## config.mk

```make
export PLATFORM = sky130hd
export DESIGN_NAME = keyframe_resync_drop_oldest_queue
export DESIGN_NICKNAME = d
export VERILOG_FILES = /design/src/hw/rtl/krdoq_pkg.sv /design/src/hw/rtl/keyframe_resync_drop_oldest_queue.sv /design/src/hw/rtl/krdoq_ctrl.sv /design/src/hw/rtl/krdoq_dpath.sv
export SDC_FILE = /design/constraint.sdc
export NUM_CORES = 2
export LEC_CHECK = 0
export ABC_CLOCK_PERIOD_IN_PS = 9900
export BUFFER_PORTS_ARGS = -buffer_cell sky130_fd_sc_hd__buf_2
export CORE_UTILIZATION = 30
export DETAILED_ROUTE_END_ITERATION = 10
export HOLD_SLACK_MARGIN = 0.1
export PLACE_DENSITY = 0.5
export SLEW_MARGIN = 25
export SYNTH_ARGS = -nofsm -noshare
export SYNTH_HDL_FRONTEND = slang
export SYNTH_HIERARCHICAL = 1
export SYNTH_SLANG_ARGS = --single-unit
export TNS_END_PERCENT = 1
```

## constraint.sdc

```tcl
create_clock -name clk -period 9.9 [get_ports clk]
set_input_delay 1.485 -clock clk [delete_from_list [all_inputs] [get_ports clk]]
set_output_delay 1.485 -clock clk [all_outputs]
set_load 0.1 [all_outputs]
```

## src/hw/rtl/krdoq_pkg.sv

```systemverilog
// shared types and constants for the keyframe resync drop-oldest queue
`timescale 1ns / 1ps

package krdoq_pkg;

  localparam int SEQ_W  = 64;
  localparam int LEN_W  = 24;
  localparam int HDL_W  = 16;
  localparam int CEIL_W = 32;
  localparam int CAP_W  = 6;
  localparam int IDX_W  = 2;

  localparam logic [CAP_W-1:0] CAP_RESET = 6'd16;

  localparam logic [IDX_W-1:0] CFG_UNIT_CAPACITY = 2'd0;
  localparam logic [IDX_W-1:0] CFG_BYTE_CEILING  = 2'd1;

  localparam logic KIND_ANSWER  = 1'b0;
  localparam logic KIND_RELEASE = 1'b1;

  typedef enum logic [1:0] {
    OP_PUSH    = 2'd0,
    OP_PEEK    = 2'd1,
    OP_ADVANCE = 2'd2,
    OP_RESYNC  = 2'd3
  } op_t;

  typedef enum logic [1:0] {
    STAT_OK       = 2'd0,
    STAT_ZERO_LEN = 2'd1,
    STAT_NO_UNIT  = 2'd2
  } status_t;

  // controller to datapath strobes
  typedef struct packed {
    logic    accept;
    logic    pu_start;
    logic    pu_over;
    logic    pu_evict;
    logic    pu_commit;
    logic    pu_write;
    logic    rel_emit;
    logic    rel_sub;
    logic    ad_a;
    logic    ad_b;
    logic    pk_clamp;
    logic    pk_locate;
    logic    pk_step;
    logic    set_resync;
    logic    ans_load;
    status_t ans_status;
  } cmd_t;

  // datapath to controller flags
  typedef struct packed {
    logic len_zero;
    logic over_ceil;
    logic evict_need;
    logic count_zero;
    logic loc_ok;
    logic kf_hit;
    logic rem_last;
    logic n_last;
    logic n_zero;
    logic resync;
    logic out_free;
  } sts_t;

endpackage

```

## src/hw/rtl/keyframe_resync_drop_oldest_queue.sv

```systemverilog
// top level: drop-oldest burst queue with byte budget and keyframe resync
//
//   port group  dir   handshake          carries
//   in_*        in    in_valid/in_ready  one request (op and its operands)
//   out_*       out   out_valid/out_ready release notices then one answer
//   cfg_*       in    cfg_we             unit_capacity / byte_ceiling writes
//
// one request at a time; a push steps through each evicted unit, each released unit
// is reported in turn, and a peek during resync scans slot by slot, all paced by
// the single registered slot memory read port
// reset is synchronous active low and empties the queue; a config write to
// unit_capacity or byte_ceiling does too; a stalled out_ready holds the sequencer before each result
`timescale 1ns / 1ps

module keyframe_resync_drop_oldest_queue #(
  parameter int MAX_UNITS   = 16,
  parameter int HANDLE_BITS = 16
) (
  input  logic        clk,
  input  logic        rst_n,
  input  logic        in_valid,
  output logic        in_ready,
  input  logic [1:0]  in_op,
  input  logic [15:0] in_handle,
  input  logic [23:0] in_burst_length,
  input  logic        in_is_keyframe,
  input  logic [63:0] in_cursor,
  input  logic [63:0] in_accepted_sequence,
  output logic        out_valid,
  input  logic        out_ready,
  output logic        out_kind,
  output logic [1:0]  out_status,
  output logic [15:0] out_unit_handle,
  output logic [23:0] out_unit_length,
  output logic [63:0] out_unit_sequence,
  output logic        out_unit_keyframe,
  output logic [63:0] out_cursor_next,
  output logic [63:0] out_head_count,
  output logic [63:0] out_dropped_count,
  output logic [63:0] out_pushed_count,
  output logic        out_last,
  input  logic        cfg_we,
  input  logic [1:0]  cfg_index,
  input  logic [31:0] cfg_data
);

  localparam int CW = $clog2(MAX_UNITS + 1);

  krdoq_pkg::cmd_t cmd;
  krdoq_pkg::sts_t sts;

  // configuration registers
  logic [krdoq_pkg::CAP_W-1:0]  cap_r, cap_nxt;
  logic [krdoq_pkg::CEIL_W-1:0] ceil_r, ceil_nxt;
  logic                         clear;
  logic [CW-1:0]                cap_eff;

  // any write to a known register empties the queue
  always_comb begin
    cap_nxt  = cap_r;
    ceil_nxt = ceil_r;
    clear    = 1'b0;
    if (cfg_we) begin
      if (cfg_index == krdoq_pkg::CFG_UNIT_CAPACITY) begin
        cap_nxt = cfg_data[krdoq_pkg::CAP_W-1:0];
        clear   = 1'b1;
      end else if (cfg_index == krdoq_pkg::CFG_BYTE_CEILING) begin
        ceil_nxt = cfg_data;
        clear    = 1'b1;
      end
    end
  end

  // zero or too large means the built maximum
  assign cap_eff = ((cap_r == '0) || (cap_r > krdoq_pkg::CAP_W'(MAX_UNITS)))
                 ? CW'(MAX_UNITS) : CW'(cap_r);

  always_ff @(posedge clk) begin
    if (!rst_n) begin
      cap_r  <= krdoq_pkg::CAP_RESET;
      ceil_r <= '0;
    end else begin
      cap_r  <= cap_nxt;
      ceil_r <= ceil_nxt;
    end
  end

  krdoq_ctrl u_ctrl (
    .clk      (clk),
    .rst_n    (rst_n),
    .in_valid (in_valid),
    .in_op    (in_op),
    .in_ready (in_ready),
    .sts_i    (sts),
    .cmd_o    (cmd)
  );

  krdoq_dpath #(
    .MAX_UNITS   (MAX_UNITS),
    .HANDLE_BITS (HANDLE_BITS)
  ) u_dpath (
    .clk                  (clk),
    .rst_n                (rst_n),
    .cmd_i                (cmd),
    .sts_o                (sts),
    .clear_i              (clear),
    .cap_i                (cap_eff),
    .ceil_i               (ceil_r),
    .in_op                (in_op),
    .in_handle            (in_handle),
    .in_burst_length      (in_burst_length),
    .in_is_keyframe       (in_is_keyframe),
    .in_cursor            (in_cursor),
    .in_accepted_sequence (in_accepted_sequence),
    .out_valid            (out_valid),
    .out_ready            (out_ready),
    .out_kind             (out_kind),
    .out_status           (out_status),
    .out_unit_handle      (out_unit_handle),
    .out_unit_length      (out_unit_length),
    .out_unit_sequence    (out_unit_sequence),
    .out_unit_keyframe    (out_unit_keyframe),
    .out_cursor_next      (out_cursor_next),
    .out_head_count       (out_head_count),
    .out_dropped_count    (out_dropped_count),
    .out_pushed_count     (out_pushed_count),
    .out_last             (out_last)
  );

endmodule

```

## src/hw/rtl/krdoq_ctrl.sv

```systemverilog
// sequencing state machine for the queue operations
`timescale 1ns / 1ps

module krdoq_ctrl (
  input  logic               clk,
  input  logic               rst_n,
  input  logic               in_valid,
  input  logic [1:0]         in_op,
  output logic               in_ready,
  input  krdoq_pkg::sts_t    sts_i,
  output krdoq_pkg::cmd_t    cmd_o
);

  typedef enum logic [16:0] {
    S_IDLE     = 17'h00001,
    S_PU_A     = 17'h00002,
    S_PU_TEST  = 17'h00004,
    S_PU_SUB   = 17'h00008,
    S_PU_CNT   = 17'h00010,
    S_REL_WAIT = 17'h00020,
    S_REL_EMIT = 17'h00040,
    S_PU_WR    = 17'h00080,
    S_AD_A     = 17'h00100,
    S_AD_B     = 17'h00200,
    S_AD_C     = 17'h00400,
    S_PK_A     = 17'h00800,
    S_PK_B     = 17'h01000,
    S_PK_C     = 17'h02000,
    S_PK_D     = 17'h04000,
    S_RS       = 17'h08000,
    S_ANS      = 17'h10000
  } state_t;

  state_t                state_r, state_nxt;
  krdoq_pkg::op_t        op_r, op_nxt;
  krdoq_pkg::status_t    ans_r, ans_nxt;

  always_comb begin
    state_nxt = state_r;
    op_nxt    = op_r;
    ans_nxt   = ans_r;
    cmd_o     = '0;
    cmd_o.ans_status = ans_r;
    cmd_o.rel_sub    = (op_r == krdoq_pkg::OP_ADVANCE);
    in_ready  = (state_r == S_IDLE);
    unique case (state_r)
      S_IDLE: begin
        if (in_valid) begin
          cmd_o.accept = 1'b1;
          op_nxt  = krdoq_pkg::op_t'(in_op);
          ans_nxt = krdoq_pkg::STAT_OK;
          unique case (krdoq_pkg::op_t'(in_op))
            krdoq_pkg::OP_PUSH:    state_nxt = S_PU_A;
            krdoq_pkg::OP_PEEK:    state_nxt = S_PK_A;
            krdoq_pkg::OP_ADVANCE: state_nxt = S_AD_A;
            krdoq_pkg::OP_RESYNC:  state_nxt = S_RS;
          endcase
        end
      end
      S_PU_A: begin
        if (sts_i.len_zero) begin
          ans_nxt   = krdoq_pkg::STAT_ZERO_LEN;
          state_nxt = S_ANS;
        end else if (sts_i.over_ceil) begin
          cmd_o.pu_over = 1'b1;
          state_nxt = S_ANS;
        end else begin
          cmd_o.pu_start = 1'b1;
          state_nxt = S_PU_TEST;
        end
      end
      S_PU_TEST: begin
        if (sts_i.evict_need) begin
          state_nxt = S_PU_SUB;
        end else begin
          cmd_o.pu_commit = 1'b1;
          state_nxt = sts_i.n_zero ? S_PU_WR : S_REL_WAIT;
        end
      end
      S_PU_SUB: begin
        cmd_o.pu_evict = 1'b1;
        state_nxt = S_PU_TEST;
      end
      S_REL_WAIT: state_nxt = S_REL_EMIT;
      S_REL_EMIT: begin
        if (sts_i.out_free) begin
          cmd_o.rel_emit = 1'b1;
          if (sts_i.n_last) begin
            state_nxt = (op_r == krdoq_pkg::OP_PUSH) ? S_PU_WR : S_ANS;
          end else begin
            state_nxt = S_REL_WAIT;
          end
        end
      end
      S_PU_WR: begin
        cmd_o.pu_write = 1'b1;
        state_nxt = S_ANS;
      end
      S_AD_A: begin
        cmd_o.ad_a = 1'b1;
        state_nxt = S_AD_B;
      end
      S_AD_B: begin
        cmd_o.ad_b = 1'b1;
        state_nxt = S_AD_C;
      end
      S_AD_C: state_nxt = sts_i.n_zero ? S_ANS : S_REL_WAIT;
      S_PK_A: begin
        if (sts_i.count_zero) begin
          ans_nxt   = krdoq_pkg::STAT_NO_UNIT;
          state_nxt = S_ANS;
        end else begin
          cmd_o.pk_clamp = 1'b1;
          state_nxt = S_PK_B;
        end
      end
      S_PK_B: begin
        cmd_o.pk_locate = 1'b1;
        state_nxt = S_PK_C;
      end
      S_PK_C: begin
        if (!sts_i.loc_ok) begin
          ans_nxt   = krdoq_pkg::STAT_NO_UNIT;
          state_nxt = S_ANS;
        end else begin
          state_nxt = S_PK_D;
        end
      end
      S_PK_D: begin
        if (!sts_i.resync || sts_i.kf_hit) begin
          state_nxt = S_ANS;
        end else if (sts_i.rem_last) begin
          ans_nxt   = krdoq_pkg::STAT_NO_UNIT;
          state_nxt = S_ANS;
        end else begin
          cmd_o.pk_step = 1'b1;
          state_nxt = S_PK_C;
        end
      end
      S_RS: begin
        cmd_o.set_resync = 1'b1;
        state_nxt = S_ANS;
      end
      S_ANS: begin
        if (sts_i.out_free) begin
          cmd_o.ans_load = 1'b1;
          state_nxt = S_IDLE;
        end
      end
      default: state_nxt = S_IDLE;
    endcase
  end

  always_ff @(posedge clk) begin
    if (!rst_n) begin
      state_r <= S_IDLE;
    end else begin
      state_r <= state_nxt;
    end
  end

  always_ff @(posedge clk) begin
    op_r  <= op_nxt;
    ans_r <= ans_nxt;
  end

`ifndef SYNTHESIS
  a_ans_returns_idle: assert property (@(posedge clk) disable iff (!rst_n)
    (state_r == S_ANS && sts_i.out_free) |=> (state_r == S_IDLE))
    else $error("answer sent but controller not idle");
`endif

endmodule

```

## src/hw/rtl/krdoq_dpath.sv

```systemverilog
// queue datapath: slot memory, sequence counters, byte budget, result register
`timescale 1ns / 1ps

module krdoq_dpath #(
  parameter int MAX_UNITS   = 16,
  parameter int HANDLE_BITS = 16
) (
  input  logic                     clk,
  input  logic                     rst_n,
  input  krdoq_pkg::cmd_t          cmd_i,
  output krdoq_pkg::sts_t          sts_o,
  input  logic                     clear_i,
  input  logic [$clog2(MAX_UNITS+1)-1:0] cap_i,
  input  logic [krdoq_pkg::CEIL_W-1:0]   ceil_i,
  input  logic [1:0]               in_op,
  input  logic [krdoq_pkg::HDL_W-1:0] in_handle,
  input  logic [krdoq_pkg::LEN_W-1:0] in_burst_length,
  input  logic                     in_is_keyframe,
  input  logic [krdoq_pkg::SEQ_W-1:0] in_cursor,
  input  logic [krdoq_pkg::SEQ_W-1:0] in_accepted_sequence,
  output logic                     out_valid,
  input  logic                     out_ready,
  output logic                     out_kind,
  output logic [1:0]               out_status,
  output logic [krdoq_pkg::HDL_W-1:0] out_unit_handle,
  output logic [krdoq_pkg::LEN_W-1:0] out_unit_length,
  output logic [krdoq_pkg::SEQ_W-1:0] out_unit_sequence,
  output logic                     out_unit_keyframe,
  output logic [krdoq_pkg::SEQ_W-1:0] out_cursor_next,
  output logic [krdoq_pkg::SEQ_W-1:0] out_head_count,
  output logic [krdoq_pkg::SEQ_W-1:0] out_dropped_count,
  output logic [krdoq_pkg::SEQ_W-1:0] out_pushed_count,
  output logic                     out_last
);

  localparam int SW  = $clog2(MAX_UNITS);
  localparam int CW  = $clog2(MAX_UNITS + 1);
  localparam int HB  = (HANDLE_BITS < krdoq_pkg::HDL_W) ? HANDLE_BITS : krdoq_pkg::HDL_W;
  localparam int QW  = krdoq_pkg::SEQ_W;
  localparam int LW  = krdoq_pkg::LEN_W;
  localparam int BW  = krdoq_pkg::CEIL_W;

  function automatic logic [SW-1:0] slot_inc(input logic [SW-1:0] idx,
                                             input logic [CW-1:0] cap);
    logic [CW-1:0] nx;
    nx = CW'(idx) + CW'(1);
    return (nx == cap) ? '0 : nx[SW-1:0];
  endfunction

  function automatic logic [BW-1:0] sat_sub(input logic [BW-1:0] a,
                                            input logic [LW-1:0] b);
    return (BW'(b) > a) ? '0 : (a - BW'(b));
  endfunction

  // slot memory
  logic [HB-1:0] mem_hdl [MAX_UNITS];
  logic [LW-1:0] mem_len [MAX_UNITS];
  logic          mem_kf  [MAX_UNITS];
  logic [HB-1:0] rd_hdl_r;
  logic [LW-1:0] rd_len_r;
  logic          rd_kf_r;

  // captured request
  krdoq_pkg::op_t op_r, op_nxt;
  logic [HB-1:0]  hdl_r, hdl_nxt;
  logic [LW-1:0]  len_r, len_nxt;
  logic           kfin_r, kfin_nxt;
  logic [QW-1:0]  cursor_r, cursor_nxt;
  logic [QW-1:0]  acc_r, acc_nxt;

  // queue state
  logic [QW-1:0]  head_r, head_nxt;
  logic [QW-1:0]  tail_r, tail_nxt;
  logic [SW-1:0]  head_slot_r, head_slot_nxt;
  logic [SW-1:0]  tail_slot_r, tail_slot_nxt;
  logic [CW-1:0]  count_r, count_nxt;
  logic [BW-1:0]  retained_r, retained_nxt;
  logic [QW-1:0]  drop_r, drop_nxt;
  logic [QW-1:0]  push_r, push_nxt;
  logic           resync_r, resync_nxt;

  // working registers
  logic [SW-1:0]  ptr_r, ptr_nxt;
  logic [CW-1:0]  n_r, n_nxt;
  logic [CW-1:0]  wcnt_r, wcnt_nxt;
  logic [CW-1:0]  rem_r, rem_nxt;
  logic [QW-1:0]  s_r, s_nxt;
  logic [QW-1:0]  next_r, next_nxt;
  logic [QW-1:0]  diff_r, diff_nxt;
  logic           dcond_r, dcond_nxt;
  logic           loc_ok_r, loc_ok_nxt;

  // result register
  logic           ov_r, ov_nxt;
  logic           ok_r, ok_nxt;
  logic [1:0]     ost_r, ost_nxt;
  logic [LW-1:0]  olen_r, olen_nxt;
  logic [HB-1:0]  ohdl_r, ohdl_nxt;
  logic [QW-1:0]  oseq_r, oseq_nxt;
  logic           okf_r, okf_nxt;
  logic [QW-1:0]  ocur_r, ocur_nxt;
  logic [QW-1:0]  ohead_r, ohead_nxt;
  logic [QW-1:0]  odrop_r, odrop_nxt;
  logic [QW-1:0]  opush_r, opush_nxt;
  logic           olast_r, olast_nxt;

  logic [BW:0]    fit_sum;
  logic [BW:0]    add_sum;
  logic [QW:0]    adv_diff;
  logic [QW-1:0]  pk_off;
  logic [CW:0]    pk_sum;
  logic           out_free;
  logic           show_unit;

  assign out_free = !ov_r || out_ready;
  assign fit_sum  = {1'b0, retained_r} + (BW + 1)'(len_r);
  assign add_sum  = fit_sum;
  assign adv_diff = {1'b0, next_r} - {1'b0, tail_r};
  assign pk_off   = s_r - tail_r;
  assign pk_sum   = (CW + 1)'(tail_slot_r) + (CW + 1)'(pk_off[CW-1:0]);
  assign show_unit = (op_r == krdoq_pkg::OP_PEEK) && (cmd_i.ans_status == krdoq_pkg::STAT_OK);

  always_comb begin
    sts_o.len_zero   = (len_r == '0);
    sts_o.over_ceil  = (ceil_i != '0) && (BW'(len_r) > ceil_i);
    sts_o.evict_need = (wcnt_r != '0) &&
                       ((wcnt_r >= cap_i) ||
                        ((ceil_i != '0) && (fit_sum > (BW + 1)'(ceil_i))));
    sts_o.count_zero = (count_r == '0);
    sts_o.loc_ok     = loc_ok_r;
    sts_o.kf_hit     = rd_kf_r;
    sts_o.rem_last   = (rem_r == CW'(1));
    sts_o.n_last     = (n_r == CW'(1));
    sts_o.n_zero     = (n_r == '0);
    sts_o.resync     = resync_r;
    sts_o.out_free   = out_free;
  end

  always_comb begin
    op_nxt = op_r; hdl_nxt = hdl_r; len_nxt = len_r; kfin_nxt = kfin_r;
    cursor_nxt = cursor_r; acc_nxt = acc_r;
    head_nxt = head_r; tail_nxt = tail_r; head_slot_nxt = head_slot_r;
    tail_slot_nxt = tail_slot_r; count_nxt = count_r; retained_nxt = retained_r;
    drop_nxt = drop_r; push_nxt = push_r; resync_nxt = resync_r;
    ptr_nxt = ptr_r; n_nxt = n_r; wcnt_nxt = wcnt_r; rem_nxt = rem_r; s_nxt = s_r;
    next_nxt = next_r; diff_nxt = diff_r; dcond_nxt = dcond_r; loc_ok_nxt = loc_ok_r;
    ov_nxt = ov_r; ok_nxt = ok_r; ost_nxt = ost_r; olen_nxt = olen_r; ohdl_nxt = ohdl_r;
    oseq_nxt = oseq_r; okf_nxt = okf_r; ocur_nxt = ocur_r; ohead_nxt = ohead_r;
    odrop_nxt = odrop_r; opush_nxt = opush_r; olast_nxt = olast_r;

    if (cmd_i.accept) begin
      op_nxt     = krdoq_pkg::op_t'(in_op);
      hdl_nxt    = in_handle[HB-1:0];
      len_nxt    = in_burst_length;
      kfin_nxt   = in_is_keyframe;
      cursor_nxt = in_cursor;
      acc_nxt    = in_accepted_sequence;
    end

    // oversized burst never enters the ring
    if (cmd_i.pu_over) begin
      drop_nxt   = drop_r + QW'(1);
      resync_nxt = 1'b1;
    end

    // first pass: count evictions and settle the byte budget
    if (cmd_i.pu_start) begin
      ptr_nxt  = tail_slot_r;
      n_nxt    = '0;
      wcnt_nxt = count_r;
    end
    if (cmd_i.pu_evict) begin
      retained_nxt = sat_sub(retained_r, rd_len_r);
      wcnt_nxt     = wcnt_r - CW'(1);
      n_nxt        = n_r + CW'(1);
      ptr_nxt      = slot_inc(ptr_r, cap_i);
    end
    if (cmd_i.pu_commit) begin
      head_nxt = head_r + QW'(1);
      push_nxt = push_r + QW'(1);
      drop_nxt = drop_r + QW'(n_r);
      if (n_r != '0) resync_nxt = 1'b1;
      ptr_nxt  = tail_slot_r;
    end
    if (cmd_i.pu_write) begin
      retained_nxt  = add_sum[BW] ? '1 : add_sum[BW-1:0];
      head_slot_nxt = slot_inc(head_slot_r, cap_i);
      count_nxt     = count_r + CW'(1);
    end

    // second pass: report released units oldest first
    if (cmd_i.rel_emit) begin
      tail_nxt      = tail_r + QW'(1);
      tail_slot_nxt = slot_inc(tail_slot_r, cap_i);
      ptr_nxt       = slot_inc(tail_slot_r, cap_i);
      count_nxt     = count_r - CW'(1);
      n_nxt         = n_r - CW'(1);
      if (cmd_i.rel_sub) retained_nxt = sat_sub(retained_r, rd_len_r);
    end

    if (cmd_i.ad_a) begin
      next_nxt  = acc_r + QW'(1);
      dcond_nxt = resync_r && (acc_r >= tail_r);
      diff_nxt  = acc_r - tail_r;
    end
    if (cmd_i.ad_b) begin
      if (dcond_r) begin
        drop_nxt   = drop_r + diff_r;
        resync_nxt = 1'b0;
      end
      ptr_nxt = tail_slot_r;
      if (adv_diff[QW] || (adv_diff[QW-1:0] == '0)) begin
        n_nxt = '0;
      end else if ((adv_diff[QW-1:CW] != '0) || (adv_diff[CW-1:0] >= count_r)) begin
        n_nxt = count_r;
      end else begin
        n_nxt = adv_diff[CW-1:0];
      end
    end

    if (cmd_i.pk_clamp) begin
      s_nxt = (cursor_r < tail_r) ? tail_r : cursor_r;
    end
    if (cmd_i.pk_locate) begin
      loc_ok_nxt = (pk_off[QW-1:CW] == '0) && (pk_off[CW-1:0] < count_r);
      ptr_nxt    = (pk_sum >= (CW + 1)'(cap_i)) ? SW'(pk_sum - (CW + 1)'(cap_i))
                                                : SW'(pk_sum);
      rem_nxt    = count_r - pk_off[CW-1:0];
    end
    if (cmd_i.pk_step) begin
      s_nxt   = s_r + QW'(1);
      ptr_nxt = slot_inc(ptr_r, cap_i);
      rem_nxt = rem_r - CW'(1);
    end

    if (cmd_i.set_resync) resync_nxt = 1'b1;

    if (ov_r && out_ready) ov_nxt = 1'b0;
    if (cmd_i.rel_emit || cmd_i.ans_load) begin
      ov_nxt    = 1'b1;
      ohead_nxt = head_r;
      odrop_nxt = drop_r;
      opush_nxt = push_r;
    end
    if (cmd_i.rel_emit) begin
      ok_nxt   = krdoq_pkg::KIND_RELEASE;
      ost_nxt  = krdoq_pkg::STAT_OK;
      ohdl_nxt = rd_hdl_r;
      olen_nxt = rd_len_r;
      oseq_nxt = tail_r;
      okf_nxt  = rd_kf_r;
      ocur_nxt = cursor_r;
      olast_nxt = 1'b0;
    end
    if (cmd_i.ans_load) begin
      ok_nxt   = krdoq_pkg::KIND_ANSWER;
      ost_nxt  = cmd_i.ans_status;
      ohdl_nxt = show_unit ? rd_hdl_r : '0;
      olen_nxt = show_unit ? rd_len_r : '0;
      oseq_nxt = show_unit ? s_r : '0;
      okf_nxt  = show_unit ? rd_kf_r : 1'b0;
      ocur_nxt = (op_r == krdoq_pkg::OP_ADVANCE) ? next_r : cursor_r;
      olast_nxt = 1'b1;
    end

    if (clear_i) begin
      head_nxt = '0; tail_nxt = '0; head_slot_nxt = '0; tail_slot_nxt = '0;
      count_nxt = '0; retained_nxt = '0; drop_nxt = '0; push_nxt = '0;
      resync_nxt = 1'b0;
    end
  end

  always_ff @(posedge clk) begin
    if (!rst_n) begin
      head_r <= '0; tail_r <= '0; head_slot_r <= '0; tail_slot_r <= '0;
      count_r <= '0; retained_r <= '0; drop_r <= '0; push_r <= '0;
      resync_r <= 1'b0; ov_r <= 1'b0;
    end else begin
      head_r <= head_nxt; tail_r <= tail_nxt; head_slot_r <= head_slot_nxt;
      tail_slot_r <= tail_slot_nxt; count_r <= count_nxt; retained_r <= retained_nxt;
      drop_r <= drop_nxt; push_r <= push_nxt; resync_r <= resync_nxt; ov_r <= ov_nxt;
    end
  end

  always_ff @(posedge clk) begin
    op_r <= op_nxt; hdl_r <= hdl_nxt; len_r <= len_nxt; kfin_r <= kfin_nxt;
    cursor_r <= cursor_nxt; acc_r <= acc_nxt;
    ptr_r <= ptr_nxt; n_r <= n_nxt; wcnt_r <= wcnt_nxt; rem_r <= rem_nxt; s_r <= s_nxt;
    next_r <= next_nxt; diff_r <= diff_nxt; dcond_r <= dcond_nxt; loc_ok_r <= loc_ok_nxt;
    ok_r <= ok_nxt; ost_r <= ost_nxt; ohdl_r <= ohdl_nxt; olen_r <= olen_nxt;
    oseq_r <= oseq_nxt; okf_r <= okf_nxt; ocur_r <= ocur_nxt; ohead_r <= ohead_nxt;
    odrop_r <= odrop_nxt; opush_r <= opush_nxt; olast_r <= olast_nxt;
  end

  always_ff @(posedge clk) begin
    if (cmd_i.pu_write) begin
      mem_hdl[head_slot_r] <= hdl_r;
      mem_len[head_slot_r] <= len_r;
      mem_kf[head_slot_r]  <= kfin_r;
    end
    rd_hdl_r <= mem_hdl[ptr_r];
    rd_len_r <= mem_len[ptr_r];
    rd_kf_r  <= mem_kf[ptr_r];
  end

  assign out_valid         = ov_r;
  assign out_kind          = ok_r;
  assign out_status        = ost_r;
  assign out_unit_handle   = krdoq_pkg::HDL_W'(ohdl_r);
  assign out_unit_length   = olen_r;
  assign out_unit_sequence = oseq_r;
  assign out_unit_keyframe = okf_r;
  assign out_cursor_next   = ocur_r;
  assign out_head_count    = ohead_r;
  assign out_dropped_count = odrop_r;
  assign out_pushed_count  = opush_r;
  assign out_last          = olast_r;

`ifndef SYNTHESIS
  a_count_le_cap: assert property (@(posedge clk) disable iff (!rst_n)
    count_r <= cap_i)
    else $error("live unit count above capacity");
  // a push bumps head at commit and the live count only when the slot is written
  a_count_span: assert property (@(posedge clk) disable iff (!rst_n)
    ((head_r - tail_r) == QW'(count_r)) ||
    ((op_r == krdoq_pkg::OP_PUSH) && ((head_r - tail_r) == QW'(count_r) + QW'(1))))
    else $error("live count disagrees with head and tail");
  a_load_free: assert property (@(posedge clk) disable iff (!rst_n)
    (cmd_i.rel_emit || cmd_i.ans_load) |-> out_free)
    else $error("result register overwritten while held");
`endif

endmodule
```

* Word-level counts from Yosys, hierarchy flattened
Memories as Yosys holds them, arrays and structs flattened. A register that Yosys moved wholly into a read port is not among the register bits.
Cells that the tools add are included.
** Storage, ports and cells
- Register bits after elaboration :: 1111
- Memory bits (writable) :: 656
- Input port bits :: 210
- Output and inout bits :: 367
- Logic and storage cells :: 275
- Memories :: 3
** Cells by class
- $add $sub $neg :: 25
- $lt $le $gt $ge :: 10
- Equality and inequality tests :: 36
- Muxes and demuxes :: 112
- Bitwise gates (word level) :: 2
- Reductions and logical operators :: 46
** Memories
- u_dpath.mem_len :: words 16, width 24, read ports 1, clocked after Yosys merged registers in 1, wr ports 1, line krdoq_dpath.sv:57 : logic [LW-1:0] mem_len [MAX_UNITS];
- u_dpath.mem_hdl :: words 16, width 16, read ports 1, clocked after Yosys merged registers in 1, wr ports 1, line krdoq_dpath.sv:56 : logic [HB-1:0] mem_hdl [MAX_UNITS];
- u_dpath.mem_kf :: words 16, width 1, read ports 1, clocked after Yosys merged registers in 1, wr ports 1, line krdoq_dpath.sv:58 : logic mem_kf [MAX_UNITS];
** Operators by type and width (number)
- 64-bit 2-to-1 mux :: 13
- 64-bit by 1-bit adder with 64-bit output (second input constant) :: 6
- 17-bit one-hot mux with 15 select lines :: 1
- 17-bit 2-to-1 mux :: 13
- 32-bit 2-to-1 mux :: 6
- 64-bit subtractor :: 2
- 24-bit 2-to-1 mux :: 3
- 17-bit one-hot mux with 4 select lines :: 1
- 5-bit 2-to-1 mux :: 13
- 64-bit by 64-bit subtractor with 65-bit output :: 1
- 64-bit by 5-bit adder with 64-bit output :: 1
- 64-bit adder :: 1
- 64-bit greater-or-equal comparator :: 1
- 24-bit by 32-bit greater-than comparator with 1-bit output :: 2
- 64-bit zero test :: 1
- 64-bit less-than comparator :: 1
- 59-bit zero test :: 1
- 59-bit nonzero test :: 1
- 16-bit 2-to-1 mux :: 3
- 4-bit 2-to-1 mux :: 11
- 1-bit 2-to-1 mux :: 36
- 32-bit by 24-bit adder with 33-bit output :: 1
- 33-bit by 32-bit greater-than comparator with 1-bit output :: 1
- 32-bit nonzero test :: 1
- 52 further kinds :: 110

* Longest topological paths before layout
- Depth after elaboration :: 13
- Gate-level depth with buffers :: 42
- Mapped depth without buffers :: 41

* Modules after synthesis
Netlist, hierarchy kept.
** Modules (own cells, without submodules)
- krdoq_dpath :: times used 1, cells each 7474, area each 89869.9 um^2
- keyframe_resync_drop_oldest_queue :: times used 1, cells each 169, area each 1542.7 um^2
- krdoq_ctrl :: times used 1, cells each 163, area each 1368.8 um^2

* Least setup slack after synthesis
Ideal clock, no wire load.
- Path kind :: input port to flip-flop
- Start point :: input out_ready
- End point :: register u_dpath.ocur_r[0] (netlist: u_dpath/out_cursor_next[0]) (enable)
- Library setup time :: 0.711 ns
- Arrival time :: 9.853 ns
- Required time :: 9.189 ns
- Setup slack :: -0.664 ns
- Cell stages on the path :: 9
- Path buffers :: 4
- Cells stage by stage :: nand2b_1 -> buf_4 -> inv_1 -> nor2_1 -> buf_2 -> clkbuf_1 -> clkbuf_1 -> nor2_1 -> inv_1
** RTL lines
- start, declared :: line keyframe_resync_drop_oldest_queue.sv:30 : input logic out_ready,
- end signal, assigned :: line krdoq_dpath.sv:291 : oseq_r <= oseq_nxt; okf_r <= okf_nxt; ocur_r <= ocur_nxt; ohead_r <= ohead_nxt;
- end, declared :: line krdoq_dpath.sv:101 : logic [QW-1:0] ocur_r, ocur_nxt;

==> impl_metrics.toml <==
[status]
status = "complete, no violations"

[clock_network]
cts_root_buffer = "clkbuf_16"
clockBufferDepth = 4
cts_buffers = 207
clock_latency_ps = 930
cts_tree = "built"
clkTransAtPathRegs_ps = 60
cts.htree.levels = 4
cts.sinks = 1807
cts_hold_buf = 0

[detailed_routing]
final_antenna_net_count = 0
drt_first_iter_violations = 5995
vias = 66600
routed_via_density = 5.24
firstDrtPassIters = 6
drt_drc_violations_left = 0
totalWireLength_um = 320000
wl_per_cell_um = 25.2

[timing]
relSlewSlack_pct = 21.4
fin_setup_tns_ps = 0
drv_slew = 0
worst_pin_slew_ps = 1170
skew_ps = 130
fmax_ghz = 0.107
post-route-period-util_pct = 94.3
hold_viol = 0
fin_crit_ps = 9330
setup_violations = 0
postLayoutSetupSlackWorst_ps = 568

[cells_and_area]
regMostFlops = "u_dpath/mem_len"
top_regs = "u_dpath/mem_len (384), u_dpath/mem_hdl (256)"
layout.cells.non_filler = 12700
drive_gt1_share_pct = 17.0
multi_input_area_mm2 = 0.0405
area_growth_pct = 15.8
nNetsFinal = 9091
largest_reg_flops = 384
n_fill_cell = 30400
seq_area_mm2 = 0.0503

[yosys]
ys_ff_latch = 1807
synthArstFlopShare_pct = 0
seq_area_frac_synth_pct = 54.2
synth_area_mm2 = 0.0928
syn_avg_cell_area_um2 = 11.9
yosysWarnings = 6
syn_inst = 7806
synth_edf_count = 1407
synth_ff_type = "edfxtp_1"
syn-num-nets = 8500
yosysUniqueCellTypes = 113

[floorplanning]
fp.dieArea_mm2 = 0.311
die_y_um = 558
fp.dieW_um = 558
io_pins = 577
initial_core_util_pct = 30.2
core_mm2 = 0.307
rows = 203

[worst_setup_path]
r2r_cells = 40
crit_top_cell = "a21o_1"
crit_fanout = 12
cp-end-kind = "flop"
path_delay_family = "compound AO/OA/AOI/OAI gates"
crit_cells = 40
worstSetupPathType = "flop to flop"
cpPeakStageDelay_ps = 490
slowest_stage = "a2111o_1"
cp.arrival_ps = 10070
critPathBufInv = 2
startpoint_type = "flop"
cp.required_ps = 10640

[placement]
hpwlAfterDp_um = 232000
gp_congestion = 0.946
placedCellCount = 12300
preCtsSetupSlack_ps = 154
port_buffers = 576

[pwr]
p_leak_nw = 38.4
p_per_area_mw_per_mm2 = 160
power_w = 0.0172
ir_drop_uv = 140

[global_route]
grt_max_degree = 139
antenna_found_initial = 41
track_usage_pct = 19.9
grt_pass1_vias = 64400
grt_overflow = 0
grt_pass1_wl_um = 455000

[min_path]
hold_path_class = "flop to flop"
holdPathStages = 1

[flow_run]
maxCapViolCount = 0
final timing paths:
path                                                     from                         endpoint  slack, ps
worst max register to register     u_dpath/len_r[0]$_DFFE_PP_  u_dpath/push_r[57]$_SDFFE_PP0P_        570
worst min register to register  u_dpath/out_last$_SDFFE_PP1P_    u_dpath/out_last$_SDFFE_PP1P_        460
worst min-delay path            u_dpath/out_last$_SDFFE_PP1P_    u_dpath/out_last$_SDFFE_PP1P_        460
worst max-delay path               u_dpath/len_r[0]$_DFFE_PP_  u_dpath/push_r[57]$_SDFFE_PP0P_        570
Yosys cell counts, types with 84 or more instances:
library cell	count	share of area [%]
ha_1	473	6.4
nand4_1	141	0.95
nand3_1	207	1.1
nor3_1	122	0.66
dfxtp_1	400	8.6
nor2_1	649	2.6
mux4_2	205	5.0
a21oi_1	438	2.4
edfxtp_1	1407	46
a21o_1	239	1.9
mux2i_1	135	1.5
o21ai_0	303	1.6
inv_1	283	1.1
nor2b_1	84	0.57
xnor2_1	377	3.6
and3_1	128	0.86
clkbuf_1	236	0.95
nand2_1	591	2.4
xor2_1	241	2.3
layout by cell type (no fill, tap or decap), drive strengths merged, types with 205 or more instances in the layout:
cell / count
a21o: 239
a21oi: 442
buf: 676
clkbuf: 267
dfxtp: 400
edfxtp: 1407
ha: 473
inv: 297
mux4: 205
nand2: 591
nand3: 208
nor2: 651
o21ai: 312
xnor2: 377
xor2: 241
worst reg2reg max path, delay by kind of cell (launching register included):
kind	cells	cell delay, ps
AOI/OAI and AO/OA	22	4360
and+or+nand+nor	12	2850
adders and majority gates	3	940
DFF	1	390
buffers and inverters	2	370
xor gates and xnor gates	1	250
where the power goes:
group          total [W]  leakage [nW]  internal (W)  switching, W
clock network    0.00773          3.30       0.00444       0.00329
registers        0.00847          16.1       0.00832      0.000155
logic            0.00101          19.0      0.000353      0.000658
total             0.0172          38.4        0.0131       0.00411
logic make-up (layout without fill, tap and decap cells):
| kind of cell | count (synthesis) | in the layout | share of synthesized area (%) |
|---|---|---|---|
| buffers and inverters | 579 | 1349 | 2.42 |
| adder cells (fa/ha/maj) | 484 | 484 | 6.62 |
| flip-flops | 1807 | 1807 | 54.2 |
| multiplexers | 410 | 410 | 7.28 |
| AND/OR/NAND/NOR | 2322 | 2322 | 12.3 |
| AO/OA/AOI/OAI | 1586 | 1586 | 11.4 |
| other | 0 | 17 | 0 |
| XOR/XNOR | 618 | 618 | 5.83 |
timing repair:
action                     CTS  global route
setup buffers                0             4
resized for setup            0            14
setup endpoints to repair    0            42
stage by stage:
stage	utilization, %	hold WS, ps	area, um2
after floorplan	-	421	92800
after global placement	32.8	436	101000
after detailed placement	32.8	444	101000
after CTS	35.0	460	107000
after global routing	35.0	482	107000
final	35.0	460	107000
final cells by class:
type,instances,share of cell area [%]
diodes,17,0.0396
clock buffers,267,5.17
clock inverters,121,1.14
inverters,285,1.01
multi-input cells,5420,37.7
flip-flops and latches,1807,46.8
well taps,4100,4.77
repair buffers,676,3.43
per-layer routing:
layer | vias to the layer above | global-route usage [%] | share of wire, %
li1 | 30600 | - | -
met1 | 33300 | 29.5 | 48
met2 | 2274 | 29.4 | 42
met3 | 403 | 3.38 | 6.8
met4 | 24 | 5.62 | 2.7
met5 | - | 0 | 0.046
(Power assumes the default switching activity.)
